[src/fpa_pkg.sv]
// shared types and constants of the fixed-point alu
package fpa_pkg;

    localparam int FRAC_BITS_DEF = 8;
    localparam int DATA_W        = 32;

    typedef enum logic [3:0] {
        FN_ADD     = 4'd0,
        FN_SUB     = 4'd1,
        FN_MUL     = 4'd2,
        FN_DIV     = 4'd3,
        FN_MAX     = 4'd4,
        FN_MIN     = 4'd5,
        FN_GT      = 4'd6,
        FN_LT      = 4'd7,
        FN_GE      = 4'd8,
        FN_LE      = 4'd9,
        FN_EQ      = 4'd10,
        FN_NE      = 4'd11,
        FN_INC     = 4'd12,
        FN_DEC     = 4'd13,
        FN_TOINT   = 4'd14,
        FN_FROMINT = 4'd15
    } func_t;

    // everything that rides alongside the divider state
    typedef struct packed {
        logic [DATA_W-1:0] result;
        logic              cmp;
        logic              dz;
        logic              is_div;
        logic              neg;
    } side_t;

endpackage

[src/fpa_if.sv]


interface fpa_out_if;
    logic               valid;
    logic               ready;
    logic signed [31:0] result;
    logic               compare_true;
    logic               divide_by_zero;

    modport source (output valid, output result, output compare_true,
                    output divide_by_zero, input ready);
    modport sink   (input valid, input result, input compare_true,
                    input divide_by_zero, output ready);
endinterface

[src/fpa_back.sv]
// output stage: quotient sign fix, result select, output register
module fpa_back #(
    parameter int FRAC_BITS = fpa_pkg::FRAC_BITS_DEF
) (
    input  logic                  clk,
    input  logic                  rst_n,
    input  logic                  up_valid,
    output logic                  up_ready,
    input  fpa_pkg::side_t        up_side,
    input  logic [FRAC_BITS+31:0] up_quo,
    fpa_out_if.source             results
);
    import fpa_pkg::*;

    logic [31:0] result_next;
    logic        valid_reg;
    logic [31:0] result_reg;
    logic        cmp_reg;
    logic        dz_reg;

    always_comb
    begin
        if (!up_side.is_div)
            result_next = up_side.result;
        else if (up_side.dz)
            result_next = '0;
        else if (up_side.neg)
            result_next = 32'(-up_quo[31:0]);
        else
            result_next = up_quo[31:0];
    end

    assign up_ready = !valid_reg || results.ready;

    always_ff @(posedge clk or negedge rst_n)
    begin
        if (!rst_n)
            valid_reg <= 1'b0;
        else if (up_ready)
            valid_reg <= up_valid;
    end

    always_ff @(posedge clk)
    begin
        if (up_ready && up_valid)
        begin
            result_reg <= result_next;
            cmp_reg    <= up_side.cmp;
            dz_reg     <= up_side.dz;
        end
    end

    assign results.valid          = valid_reg;
    assign results.result         = result_reg;
    assign results.compare_true   = cmp_reg;
    assign results.divide_by_zero = dz_reg;

endmodule

[src/flat_wrapper.sv]
// flat-port wrapper written by rule: the top's interface ports become plain ports
module fpa_back_flat import fpa_pkg::*;
#(
    parameter int FRAC_BITS = fpa_pkg::FRAC_BITS_DEF
)
  (clk, rst_n, up_valid, up_ready, up_side, up_quo, results_valid, results_result, results_compare_true, results_divide_by_zero, results_ready);
  fpa_out_if results_i ();
  input  logic clk;
  input  logic rst_n;
  input  logic up_valid;
  output logic up_ready;
  input  fpa_pkg::side_t up_side;
  input  logic [FRAC_BITS+31:0] up_quo;
  output wire logic [$bits(results_i.valid)-1:0] results_valid;
  output wire logic [$bits(results_i.result)-1:0] results_result;
  output wire logic [$bits(results_i.compare_true)-1:0] results_compare_true;
  output wire logic [$bits(results_i.divide_by_zero)-1:0] results_divide_by_zero;
  input wire logic [$bits(results_i.ready)-1:0] results_ready;
  assign results_valid = results_i.valid;
  assign results_result = results_i.result;
  assign results_compare_true = results_i.compare_true;
  assign results_divide_by_zero = results_i.divide_by_zero;
  assign results_i.ready = results_ready;
  fpa_back #(.FRAC_BITS(FRAC_BITS)) u_core (.clk(clk), .rst_n(rst_n), .up_valid(up_valid), .up_ready(up_ready), .up_side(up_side), .up_quo(up_quo), .results(results_i));
endmodule
[config.mk]
export PLATFORM = sky130hd
export DESIGN_NAME = fpa_back_flat
export DESIGN_NICKNAME = d
export VERILOG_FILES = /design/src/fpa_pkg.sv /design/src/fpa_if.sv /design/src/fpa_back.sv /design/src/flat_wrapper.sv
export SDC_FILE = /design/constraint.sdc
export NUM_CORES = 1
export LEC_CHECK = 0
export BUFFER_PORTS_ARGS = -buffer_cell sky130_fd_sc_hd__buf_4
export CAP_MARGIN = 5
export CORE_UTILIZATION = 50
export CTS_CLUSTER_SIZE = 28
export DETAILED_ROUTE_END_ITERATION = 10
export PLACE_DENSITY = 0.85
export SETUP_SLACK_MARGIN = 0.1
export SLEW_MARGIN = 10
export SYNTH_ARGS = -nofsm -noshare
export SYNTH_HDL_FRONTEND = slang
export SYNTH_SLANG_ARGS = --single-unit
[constraint.sdc]
create_clock -name clk -period 3.7 [get_ports clk]
set_input_delay 0.185 -clock clk [delete_from_list [all_inputs] [get_ports clk]]
set_output_delay 0.185 -clock clk [all_outputs]
set_load 0.01 [all_outputs]
After elaboration in Yosys (flattened, before gate mapping)

Index checks and enable logic that the tools add are counted.
Widths: inputs -> output; s select.

Register bits after elaboration: 35
Output and inout port bits: 36

Reductions and logical operators: 3
Multiplexer cells: 3
Add/sub/neg operators: 1

Operators by type and width:

| cell              | number |
|---|---|
| $mux 32           | 3 |
| $neg 32->32       | 1 |
| $logic_and 1x1->1 | 1 |
| $logic_not 1->1   | 1 |
| $logic_or 1x1->1  | 1 |

Longest topological paths before layout

Word-level depth: 4
Gate-level depth with buffers: 7
Depth with buffers taken out: 6

Least setup slack after synthesis

OpenSTA, ideal clock, no wires.

Path kind: input-to-reg
Start: input up_quo[6]
End: register u_core.result_reg[26], in the netlist u_core.results.result[26], data pin
Arrival time: 2.068 ns
Data required time: 3.565 ns
Path buffers: 2
Stages on the path: 6
Setup slack: 1.497 ns
Path through: or4_4 buf_6 or4_4 buf_6 or4_1 nand3_1

Cells in the longest elaborated chain, start to end: 4

RTL lines:

| item                       | RTL line           | text |
|---|---|---|
| start: declaration         | flat_wrapper.sv:13 | `input logic [FRAC_BITS+31:0] up_quo;` |
| $neg 32->32                | fpa_back.sv:28     | `result_next = 32'(-up_quo[31:0]);` |
| $mux 32                    | fpa_back.sv:27     | `else if (up_side.neg)` |
| $mux 32                    | fpa_back.sv:25     | `else if (up_side.dz)` |
| $mux 32                    | fpa_back.sv:23     | `if (!up_side.is_div)` |
| net u_core.result_next[26] | fpa_back.sv:15     | `logic [31:0] result_next;` |
| end signal: assignment     | fpa_back.sv:47     | `result_reg <= result_next;` |
| end: declaration           | fpa_back.sv:17     | `logic [31:0] result_reg;` |

The timed path passes the listed nets, and every way through them passes these cells.
A chain may end at the register's enable or synchronous reset.

Worst setup path in the final report

Start: input up_quo[16]
End: register u_core.result_reg[31], in the netlist u_core.results.result[31], data pin

The elaborated chain is that of the path after synthesis.

==> out/qor.yml <==
grt:
  groute.usage.overall: 0.267
  globalRouteOverflowTotal: 0
  grt_pass1_wl_um: 10500
  grt_max_degree: 35
  grt_pass1_vias: 2193
  antenna_found_initial: 0
synthesis:
  ys_seq_area_frac: 0.432
  synth-main-ff-cell: "edfxtp_1"
  synth_edf_count: 34
  yosysTopAreaCellShare: 0.421
  syn_area_per_cell_um2: 10.1
  synth_area_leaders: "edfxtp_1 (42%), a32oi_1 (4.7%), or4_1 (4.6%), nand3_1 (3.7%), xnor2_1 (2.9%)"
  async_reset_ff_frac: 0.0286
  synth_nets: 322
  ys_types: 51
  synthCells: 241
  netlist_area_um2: 2420
  ys_ff_latch: 35
  synth_top_area_cell: "edfxtp_1"
  yosysWarnings: 0
clocking:
  clock_sinks: 35
  clk_latency_ns: 0.29
  h-tree-depth: 2
  path_clk_slew_ns: 0.07
  cts_tree: "yes"
  cts_buffers: 5
  ctsHoldBuffers: 1
  cts-root-buf: "clkbuf_8"
  clockBufferDepth: 2
  cts_setup_buffers: 0
  ctsResizeCount: 0
power:
  p_seq_frac: 0.481
  swShare: 0.268
  irDropWorstVdd_mv: 0.183
  total_power_w: 0.000993
  internal_power_w: 0.000727
  power_density_nw_per_um2: 302
  pwr-share-comb: 0.246
  clkPwrFrac: 0.273
  p_switching_w: 0.000266
  p_leak_nw: 1.30
critical_path:
  start_kind: "input pin"
  critPathCaptureType: "flip-flop"
  worstPathMaxFanout: 16
  worstSetupPathType: "input pin to flip-flop"
  worst_ep_required_time_ns: 3.83
  critPathArrivalTime_ns: 2.41
placement:
  port_buffers: 107
  place_hpwl_um: 4690
  gp_congestion: 0.851
outcome:
  status: "finished, final reports clean"
final_layout:
  layout-drive-gt1-share: 0.366
  antenna_cells_inserted: 0
  nets: 419
  syn_to_final_growth_pct: 35.8
  largest_reg_flops: 32
die:
  dieArea_um2: 5130
  start_util: 0.538
  ios: 116
  core-area_um2: 4500
  die_x_um: 71.6
  fp.dieH_um: 71.6
  rows: 24
timing:
  drv_slew: 0
  finalCriticalPeriod_ns: 2.28
  setup_tns_ns: 0
  clock_skew_ns: 0.00586
  hold_viol: 0
  setup_viol: 0
  grt_setup_unrepaired: "no"
  relSlewSlack: 0.232
  period_share: 0.617
  timing.fmax_mhz: 438
  worstMarginPinSlew_ns: 1.15
route:
  firstDrtPassIters: 5
  ant_nets: 0
  viasPerCell: 6.39
  drc: 0
  dr_total_vias: 2498
  wl_um: 6780
  wl_per_cell_um: 17.3
  dr.first_iter.drc_count: 284
min_path:
  hold_class: "input pin to flip-flop"
job:
  cap_violations: 0
## routing by layer
layer / vias to the layer above / global-route usage / routed length (um)
met2: 130 / 0.426 / 3250
met5: - / 0 / 0
li1: 1190 / - / -
met1: 1165 / 0.357 / 2910
met4: 0 / 0.133 / 163
met3: 13 / 0.0394 / 456
## cell usage in the layout, fill, tap and decap left out, types with 5 or more instances in the layout
| cell type | netlist | final |
|---|---|---|
| nor4_1 | 5 | 5 |
| inv_1 | 7 | 7 |
| a32oi_1 | 13 | 13 |
| buf_4 | 1 | 112 |
| nor3_1 | 11 | 11 |
| a22o_1 | 7 | 7 |
| nand3_1 | 18 | 18 |
| o31ai_1 | 7 | 7 |
| nand2b_1 | 5 | 5 |
| nand2_1 | 15 | 15 |
| or4_1 | 15 | 15 |
| xnor2_1 | 8 | 8 |
| nor2_1 | 6 | 6 |
| nand4_1 | 7 | 7 |
| clkbuf_8 | 1 | 5 |
| o21ai_0 | 5 | 5 |
| edfxtp_1 | 34 | 34 |
## cells in the mapped netlist (4+ instances only)
| library cell | n |
|---|---|
| or4_1 | 15 |
| o21ai_0 | 5 |
| or3_1 | 4 |
| nand2b_1 | 5 |
| nand4_1 | 7 |
| nor2_1 | 6 |
| nand3_1 | 18 |
| o41ai_1 | 4 |
| inv_1 | 7 |
| nand2_1 | 15 |
| nor4_1 | 5 |
| edfxtp_1 | 34 |
| o31ai_1 | 7 |
| o2111ai_1 | 4 |
| nor3_1 | 11 |
| clkbuf_1 | 16 |
| a22o_1 | 7 |
| a2111o_1 | 4 |
| xnor2_1 | 8 |
| a32oi_1 | 13 |
| buf_6 | 4 |
## power by group through the flow
stage               Sequential (W)  Clock (W)  Combinational [W]
detailed placement        0.000486          0           0.000243
global placement          0.000485          0           0.000236
finish                    0.000478   0.000271           0.000245
global route              0.000480   0.000289           0.000264
CTS                       0.000478   0.000275           0.000244
floorplan                 0.000500          0          0.0000966
## per-stage QoR
step	hold WS, ns	std cells	worst slack (ns)	utilization	area (um2)
floorplan	-0.111	241	1.50	-	2420
global placement	-0.0387	382	1.21	0.710	3200
detailed placement	-0.0381	382	1.16	0.710	3200
CTS	0.0663	391	1.46	0.730	3290
global route	0.0639	391	1.20	0.730	3290
finish	0.0685	391	1.42	0.730	3290
## cell type report
type / count / area (um2)
sequential: 35 / 1050
timing repair buffer: 113 / 851
multi-input combinational: 175 / 1220
inverter: 8 / 30.0
tap: 52 / 65.1
fill: 350 / 1210
clock buffer: 8 / 80.1
## path summary, 6_finish.rpt
kind,start,to,slack (ns),cells after the start
max,up_quo[16],u_core.results.result[31]$_DFFE_PP_,1.42,5
min,up_side[3],u_core.results.compare_true$_DFFE_PP_,0.07,1
max reg2reg,u_core.results.valid$_DFFE_PN0N_,u_core.results.result[20]$_DFFE_PP_,2.29,3
min reg2reg,u_core.results.valid$_DFFE_PN0N_,u_core.results.valid$_DFFE_PN0N_,0.56,2
max in group asynchronous,rst_n,u_core.results.valid$_DFFE_PN0N_,3.42,2
min in group asynchronous,rst_n,u_core.results.valid$_DFFE_PN0N_,0.20,2
## kinds of logic after synthesis
logic type,share of synthesized area
AND/OR/NAND/NOR,0.245
AO/OA/AOI/OAI,0.211
flip-flops,0.432
buffers and inverters,0.0666
XOR/XNOR,0.0362
multiplexers,0.00413
adder cells (fa/ha/maj),0.00516
## worst max-delay path, cell delays in order
cell and delay, ns:
buf_4 0.12, nor4_1 0.67, nand3_1 0.59, or4_1 0.65
o211ai_1 0.20
Note: power is estimated with default switching activity, not from simulation.
