### src/fpa_pkg.sv
// shared types and constants of the fixed-point alu
package fpa_pkg;

    localparam int FRAC_BITS_DEF = 8;
    localparam int DATA_W        = 32;

    typedef enum logic [3:0] {
        FN_ADD     = 4'd0,
        FN_SUB     = 4'd1,
        FN_MUL     = 4'd2,
        FN_DIV     = 4'd3,
        FN_MAX     = 4'd4,
        FN_MIN     = 4'd5,
        FN_GT      = 4'd6,
        FN_LT      = 4'd7,
        FN_GE      = 4'd8,
        FN_LE      = 4'd9,
        FN_EQ      = 4'd10,
        FN_NE      = 4'd11,
        FN_INC     = 4'd12,
        FN_DEC     = 4'd13,
        FN_TOINT   = 4'd14,
        FN_FROMINT = 4'd15
    } func_t;

    // everything that rides alongside the divider state
    typedef struct packed {
        logic [DATA_W-1:0] result;
        logic              cmp;
        logic              dz;
        logic              is_div;
        logic              neg;
    } side_t;

endpackage

### src/fpa_if.sv
// valid/ready channel interfaces for operand and result beats
interface fpa_in_if;
    logic               valid;
    logic               ready;
    logic [3:0]         func;
    logic signed [31:0] operand_a;
    logic signed [31:0] operand_b;

    modport source (output valid, output func, output operand_a, output operand_b,
                    input ready);
    modport sink   (input valid, input func, input operand_a, input operand_b,
                    output ready);
endinterface


### src/fpa_front.sv
// entry stage: decode, simple ops, multiply, divider operand set-up
module fpa_front #(
    parameter int FRAC_BITS = fpa_pkg::FRAC_BITS_DEF
) (
    input  logic                 clk,
    input  logic                 rst_n,
    fpa_in_if.sink               operands,
    input  logic                 dn_ready,
    output logic                 dn_valid,
    output fpa_pkg::side_t       dn_side,
    output logic [FRAC_BITS+31:0] dn_quo,
    output logic [31:0]          dn_dvs
);
    import fpa_pkg::*;

    localparam int DIV_W = DATA_W + FRAC_BITS;

    func_t              fn;
    logic signed [31:0] a;
    logic signed [31:0] b;
    logic signed [63:0] prod;
    logic [31:0]        abs_a;
    logic [31:0]        abs_b;
    side_t              side_next;
    logic               accept;
    logic               valid_reg;
    side_t              side_reg;
    logic [DIV_W-1:0]   quo_reg;
    logic [31:0]        dvs_reg;

    always_comb
    begin
        a         = operands.operand_a;
        b         = operands.operand_b;
        fn        = func_t'(operands.func);
        prod      = 64'(a) * 64'(b);
        abs_a     = a[31] ? 32'(-a) : a;
        abs_b     = b[31] ? 32'(-b) : b;
        side_next = '0;
        case (fn)
            FN_ADD:     side_next.result = a + b;
            FN_SUB:     side_next.result = a - b;
            FN_MUL:     side_next.result = 32'(prod >>> FRAC_BITS);
            FN_DIV:
            begin
                side_next.is_div = 1'b1;
                side_next.dz     = (b == 32'sd0);
            end
            FN_MAX:     side_next.result = (a > b) ? a : b;
            FN_MIN:     side_next.result = (a < b) ? a : b;
            FN_GT:      side_next.cmp = (a > b);
            FN_LT:      side_next.cmp = (a < b);
            FN_GE:      side_next.cmp = (a >= b);
            FN_LE:      side_next.cmp = (a <= b);
            FN_EQ:      side_next.cmp = (a == b);
            FN_NE:      side_next.cmp = (a != b);
            FN_INC:     side_next.result = a + 32'sd1;
            FN_DEC:     side_next.result = a - 32'sd1;
            FN_TOINT:   side_next.result = a >>> FRAC_BITS;
            FN_FROMINT: side_next.result = a <<< FRAC_BITS;
            default:    side_next = '0;
        endcase
        side_next.neg = a[31] ^ b[31];
    end

    assign operands.ready = !valid_reg || dn_ready;
    assign accept         = operands.valid && operands.ready;

    always_ff @(posedge clk or negedge rst_n)
    begin
        if (!rst_n)
            valid_reg <= 1'b0;
        else if (operands.ready)
            valid_reg <= operands.valid;
    end

    always_ff @(posedge clk)
    begin
        if (accept)
        begin
            side_reg <= side_next;
            quo_reg  <= DIV_W'(abs_a) << FRAC_BITS;
            dvs_reg  <= abs_b;
        end
    end

    assign dn_valid = valid_reg;
    assign dn_side  = side_reg;
    assign dn_quo   = quo_reg;
    assign dn_dvs   = dvs_reg;

endmodule

### src/flat_wrapper.sv
// flat-port wrapper written by rule: the top's interface ports become plain ports
module fpa_front_flat import fpa_pkg::*;
#(
    parameter int FRAC_BITS = fpa_pkg::FRAC_BITS_DEF
)
  (clk, rst_n, dn_ready, dn_valid, dn_side, dn_quo, dn_dvs, operands_valid, operands_func, operands_operand_a, operands_operand_b, operands_ready);
  fpa_in_if operands_i ();
  input  logic clk;
  input  logic rst_n;
  input  logic dn_ready;
  output logic dn_valid;
  output fpa_pkg::side_t dn_side;
  output logic [FRAC_BITS+31:0] dn_quo;
  output logic [31:0] dn_dvs;
  input wire logic [$bits(operands_i.valid)-1:0] operands_valid;
  input wire logic [$bits(operands_i.func)-1:0] operands_func;
  input wire logic [$bits(operands_i.operand_a)-1:0] operands_operand_a;
  input wire logic [$bits(operands_i.operand_b)-1:0] operands_operand_b;
  output wire logic [$bits(operands_i.ready)-1:0] operands_ready;
  assign operands_i.valid = operands_valid;
  assign operands_i.func = operands_func;
  assign operands_i.operand_a = operands_operand_a;
  assign operands_i.operand_b = operands_operand_b;
  assign operands_ready = operands_i.ready;
  fpa_front #(.FRAC_BITS(FRAC_BITS)) u_core (.clk(clk), .rst_n(rst_n), .operands(operands_i), .dn_ready(dn_ready), .dn_valid(dn_valid), .dn_side(dn_side), .dn_quo(dn_quo), .dn_dvs(dn_dvs));
endmodule
### config.mk
export PLATFORM = sky130hd
export DESIGN_NAME = fpa_front_flat
export DESIGN_NICKNAME = d
export VERILOG_FILES = /design/src/fpa_pkg.sv /design/src/fpa_if.sv /design/src/fpa_front.sv /design/src/flat_wrapper.sv
export SDC_FILE = /design/constraint.sdc
export NUM_CORES = 2
export LEC_CHECK = 0
export BUFFER_PORTS_ARGS = -buffer_cell sky130_fd_sc_hd__buf_2
export CORE_ASPECT_RATIO = 1.75
export CORE_MARGIN = 3
export CORE_UTILIZATION = 45
export CTS_CLUSTER_SIZE = 14
export DETAILED_ROUTE_END_ITERATION = 16
export SLEW_MARGIN = 0
export SYNTH_ARGS = -nofsm -noshare
export SYNTH_HDL_FRONTEND = slang
export SYNTH_SLANG_ARGS = --single-unit
### constraint.sdc
create_clock -name clk -period 6.56 [get_ports clk]
set_input_delay 1.968 -clock clk [delete_from_list [all_inputs] [get_ports clk]]
set_output_delay 1.968 -clock clk [all_outputs]
set_load 0.05 [all_outputs]
# Word level (Yosys, flattened, before mapping)
# Cells that the tools add are included.
[totals]
ff_bits = 101
inputBits = 72
output_inout_bits = 110
wordCells = 51
[classes]
multipliers = 1
muxes = 7
n_reduce_logical = 5
magnitude_cmp = 4
bitwise_logic = 1
add_sub_neg = 6
eq_ne = 17
[op_table]
columns = ["operator", "n"]
rows = [
  ["$pmux W32 S9", 1],
  ["$mux W32", 2],
  ["$neg A32 Y32", 2],
  ["$mux W31", 2],
  ["$mul A32 B32 Y40", 1],
  ["$add A32 B2 Y32 const B", 1],
  ["$add A32 B32 Y32", 1],
  ["$eq A32 B32 Y1", 1],
  ["$eq A4 B4 Y1 const B", 8],
  ["$ge A32 B32 Y1", 1],
  ["$gt A32 B32 Y1", 1],
  ["$le A32 B32 Y1", 1],
  ["$logic_not A32 Y1", 1],
  ["$lt A32 B32 Y1", 1],
  ["$ne A32 B32 Y1", 1],
  ["$sub A32 B2 Y32 const B", 1],
  ["$sub A32 B32 Y32", 1],
  ["$eq A4 B3 Y1 const B", 4],
  ["$eq A4 B2 Y1 const B", 2],
  ["$pmux W1 S6", 1],
  ["$eq A4 B1 Y1 const B", 1],
  ["$logic_not A4 Y1", 1],
  ["$logic_and A1 B1 Y1", 1],
  ["$logic_not A1 Y1", 1],
  ["other kinds (3)", 3],
]

# Longest topological paths before layout
[logic_depth]
ltp_word = 3
depth_mapped = 28
depth_no_buf = 26

# Worst setup path after synthesis
# No wires, ideal clock.
[synth_path]
kind = "input-to-reg"
start = "input port operands_operand_b[9]"
end = "register u_core.side_reg, in the netlist u_core.dn_side[27] (data pin)"
required_ns = 6.293
setup_slack_ns = -2.677
setup_time_ns = 0.267
cell_stages = 28
n_path_buf = 3
t_arrival_ns = 8.970
cell_sequence = "clkbuf_1 > clkbuf_1 > clkbuf_1 > nand2_1 > fa_1 > inv_1 > fa_1 > fa_1 > inv_1 > fa_1 > inv_1 > fa_1 > inv_1 > fa_1 > inv_1 > fa_1 > fa_1 > ha_1 > a211oi_1 > o21ai_0 > a221o_1 > and2_1 > a31oi_1 > o21ai_0 > a21o_1 > xor2_1 > a222oi_1 > nand3_1"
[synth_lines]
columns = ["element", "line", "rtl"]
rows = [
  ["start: declaration", "flat_wrapper.sv:18", "input wire logic [$bits(operands_i.operand_b)-1:0] operands_operand_b;"],
  ["end signal: assignment", "fpa_front.sv:81", "side_reg <= side_next;"],
  ["end: declaration", "fpa_front.sv:27", "side_t side_reg;"],
]

==> results.ini <==
[logic_synthesis]
postSynth.asyncResetShare_pct = 0.990
ys.warnings.count = 0
synth.distinct_cells = 84
synth_area_sq_um = 33000
synth_top_flop_cell = sky130_fd_sc_hd__edfxtp_1
synth-edff-count = 100
synth-seq-cells = 101
syn-instance-count = 3651
ys_seq_area_share_pct = 9.16
synthesized_area_per_cell_sq_um = 9.05

[floorplanning]
row_count = 130
core_area_sq_um = 72200
overall_die_width_um = 211
die_area_sq_um = 76800
io_pins = 182
die_height_um = 364
initial_core_util_pct = 45.7

[layout]
final_layout_size_suffix_gt1_share_pct = 24.9
layout.cells.most_common = sky130_fd_sc_hd__inv_1
area.sequential_sq_um = 3030
fillcell_total = 6544
multi_input_comb_area_sq_um = 27700
most-common-layout-cells = sky130_fd_sc_hd__inv_1, sky130_fd_sc_hd__fa_1, sky130_fd_sc_hd__buf_4, sky130_fd_sc_hd__and2_1, sky130_fd_sc_hd__nand2_1
final_cells = 5134
area_delta_synth_final_pct = 24.9
design_area_sq_um = 41300
design.final.nets = 5154

[grt]
grt_antenna_before_repair = 13
grt_util_all_layers_pct = 36.7
congestion_overflow_gr = 0
first_pass_grt_wire_length_mm = 203
largest_net_degree_at_the_start_of_global_routing = 44
vias_in_the_first_global_route = 32026

[placed_design]
placed_area_sq_um = 38700
portBuffers = 173
dp_cells = 5069
finalWeightedCongestion = 1.02
post-place-ws_ps = -2710
dp.final_hpwl_mm = 114

[min_path]
hp-class = reg2reg

[sta]
hold_viol = 0
maxSlewHeadroom_pct = -10.1
fin_ws_ps = -2040
time_the_worst_path_needs_with_i_o_delays_and_setup_ps = 8600
rsz0062_at_grt = yes
final-max-slew-violation-count = 2
final_min_period_over_clock_period_pct = 131
tightestPinTransition_ps = 1630
setup_viol = 32
timing.clock.skew_ps = 12.0
max_clock_freq_ghz = 0.116

[status]
outcome = finished, violations left
violations = capacitance limit, slew limit, setup timing

[clock_tree]
cts_buf_count = 9
clk_pin_slew_ps = 80
cts-root-to-sink-buffers = 2
cts_root_buf = sky130_fd_sc_hd__clkbuf_16
max_h_tree_level = 3
cts_hold_buffers = 0
cts.sinks = 101
worstSkewPairLatency_ps = 390
cts_tree = built

[detailed_routing]
routed_wirelength_mm = 140
final_antenna_net_count = 0
vias_per_cell = 5.74
dr.pass1.iters = 8
average_wire_per_cell_in_the_routed_design_um = 27.3
drc = 0
dr.first_iter.drc_count = 2371
via_count = 29461

[critical_path]
crit_path_max_fanout = 7
critical_path_required_ps = 6670
cp.arrival_ps = 8710
cp-end-kind = flop
worstSetupStartpointType = input pin
crit_type = in2reg

[job]
max_cap_violations = 1

timing repair:
action                     in CTS  in global routing
setup endpoints to repair      32                 32
pin swaps                     133                133
gates resized for setup       270                149
gates cloned                    1                  3
setup buffers                  28                 20
metrics by stage:
| stage | util, % | hold slack [ps] | setup TNS (ps) |
|---|---|---|---|
| finish | 57.1 | 558 | -52510 |
| global route | 57.1 | 609 | -56260 |
| CTS | 56.0 | 555 | -50870 |
| detailed placement | 53.6 | 530 | -72400 |
| global placement | 53.6 | 504 | -71130 |
| floorplan | - | 1180 | -48560 |
cells in the mapped netlist (all sizes together), types with 13 or more instances:
cell / number / share of area (%)
nand3: 20 / 0.30
o21ai: 87 / 1.3
buf: 22 / 0.45
ha: 239 / 9.1
a21o: 38 / 0.87
xnor2: 173 / 4.6
nand4: 20 / 0.38
xor2: 41 / 1.1
edfxtp: 100 / 9.1
o21a: 14 / 0.32
nor3: 35 / 0.58
and3: 13 / 0.25
nor2: 117 / 1.3
a222oi: 19 / 0.58
a21oi: 92 / 1.4
a221o: 19 / 0.58
a221oi: 13 / 0.34
fa: 644 / 39
nand2b: 24 / 0.45
and2: 405 / 7.7
inv: 701 / 8.0
clkbuf: 213 / 2.7
nand2: 380 / 4.3
a211oi: 17 / 0.39
o31ai: 17 / 0.39
a31oi: 14 / 0.27
or3: 16 / 0.34
cell type report:
class / instances / share of cell area (%)
clock buffers: 9 / 0.546
well taps: 924 / 2.80
multi-input cells: 2621 / 67.0
repair buffers: 765 / 15.6
clock inverters: 7 / 0.224
diodes: 6 / 0.0364
inverters: 701 / 6.38
flip-flops and latches: 101 / 7.34
layer usage:
metal | part of all wire (%) | up-vias | track usage [%]
li1 | - | 12402 | -
met1 | 30 | 14816 | 34.6
met2 | 50 | 1496 | 64.8
met3 | 7.6 | 735 | 8.33
met4 | 13 | 12 | 35.2
met5 | 0.083 | - | 0
worst paths after layout:
path / slack, ps / depth (start not counted) / to / start
max: -2040 / 26 / u_core.dn_side[23]$_DFFE_PP_ / operands_operand_a[7]
min: 560 / 2 / u_core.dn_valid$_DFFE_PN0N_ / u_core.dn_valid$_DFFE_PN0N_
max reg2reg: 4550 / 3 / u_core.dn_quo[21]$_DFFE_PP_ / u_core.dn_valid$_DFFE_PN0N_
min reg2reg: 560 / 2 / u_core.dn_valid$_DFFE_PN0N_ / u_core.dn_valid$_DFFE_PN0N_
max in group asynchronous: 5140 / 1 / u_core.dn_valid$_DFFE_PN0N_ / rst_n
min in group asynchronous: 1330 / 1 / u_core.dn_valid$_DFFE_PN0N_ / rst_n
critical path, stage by stage:
cell	delay (ps)
sky130_fd_sc_hd__buf_12	120
sky130_fd_sc_hd__buf_12	140
sky130_fd_sc_hd__buf_8	130
sky130_fd_sc_hd__and2_4	130
sky130_fd_sc_hd__fa_1	570
sky130_fd_sc_hd__fa_1	460
sky130_fd_sc_hd__fa_1	490
sky130_fd_sc_hd__fa_1	500
sky130_fd_sc_hd__ha_1	290
sky130_fd_sc_hd__ha_1	310
sky130_fd_sc_hd__inv_2	60
sky130_fd_sc_hd__fa_1	420
sky130_fd_sc_hd__fa_1	530
sky130_fd_sc_hd__inv_2	50
sky130_fd_sc_hd__ha_4	210
sky130_fd_sc_hd__a21o_1	200
sky130_fd_sc_hd__a2111o_1	460
sky130_fd_sc_hd__a21oi_4	180
sky130_fd_sc_hd__o21bai_4	130
sky130_fd_sc_hd__nor3b_4	270
sky130_fd_sc_hd__o31ai_2	100
sky130_fd_sc_hd__a31oi_2	170
sky130_fd_sc_hd__o21ba_4	170
sky130_fd_sc_hd__xor2_2	70
sky130_fd_sc_hd__buf_4	140
sky130_fd_sc_hd__o211ai_1	430
flip-flops by register name, indices dropped and copies added (netlist names):
register,flops
u_core.dn_dvs,32
u_core.dn_side,36
u_core.dn_valid,1
u_core.dn_quo,32
cell families after synthesis:
family	share of synthesized area, %
other	0.0114
buffers and inverters	11.1
XOR/XNOR	5.67
AND/OR/NAND/NOR	16.9
AO/OA/AOI/OAI	8.74
adder cells (fa/ha/maj)	48.1
multiplexers	0.314
flip-flops	9.16
Power is left out: the tool's default activity adds up to more than one toggle a clock period on the data nets, which glitch-free logic cannot reach.
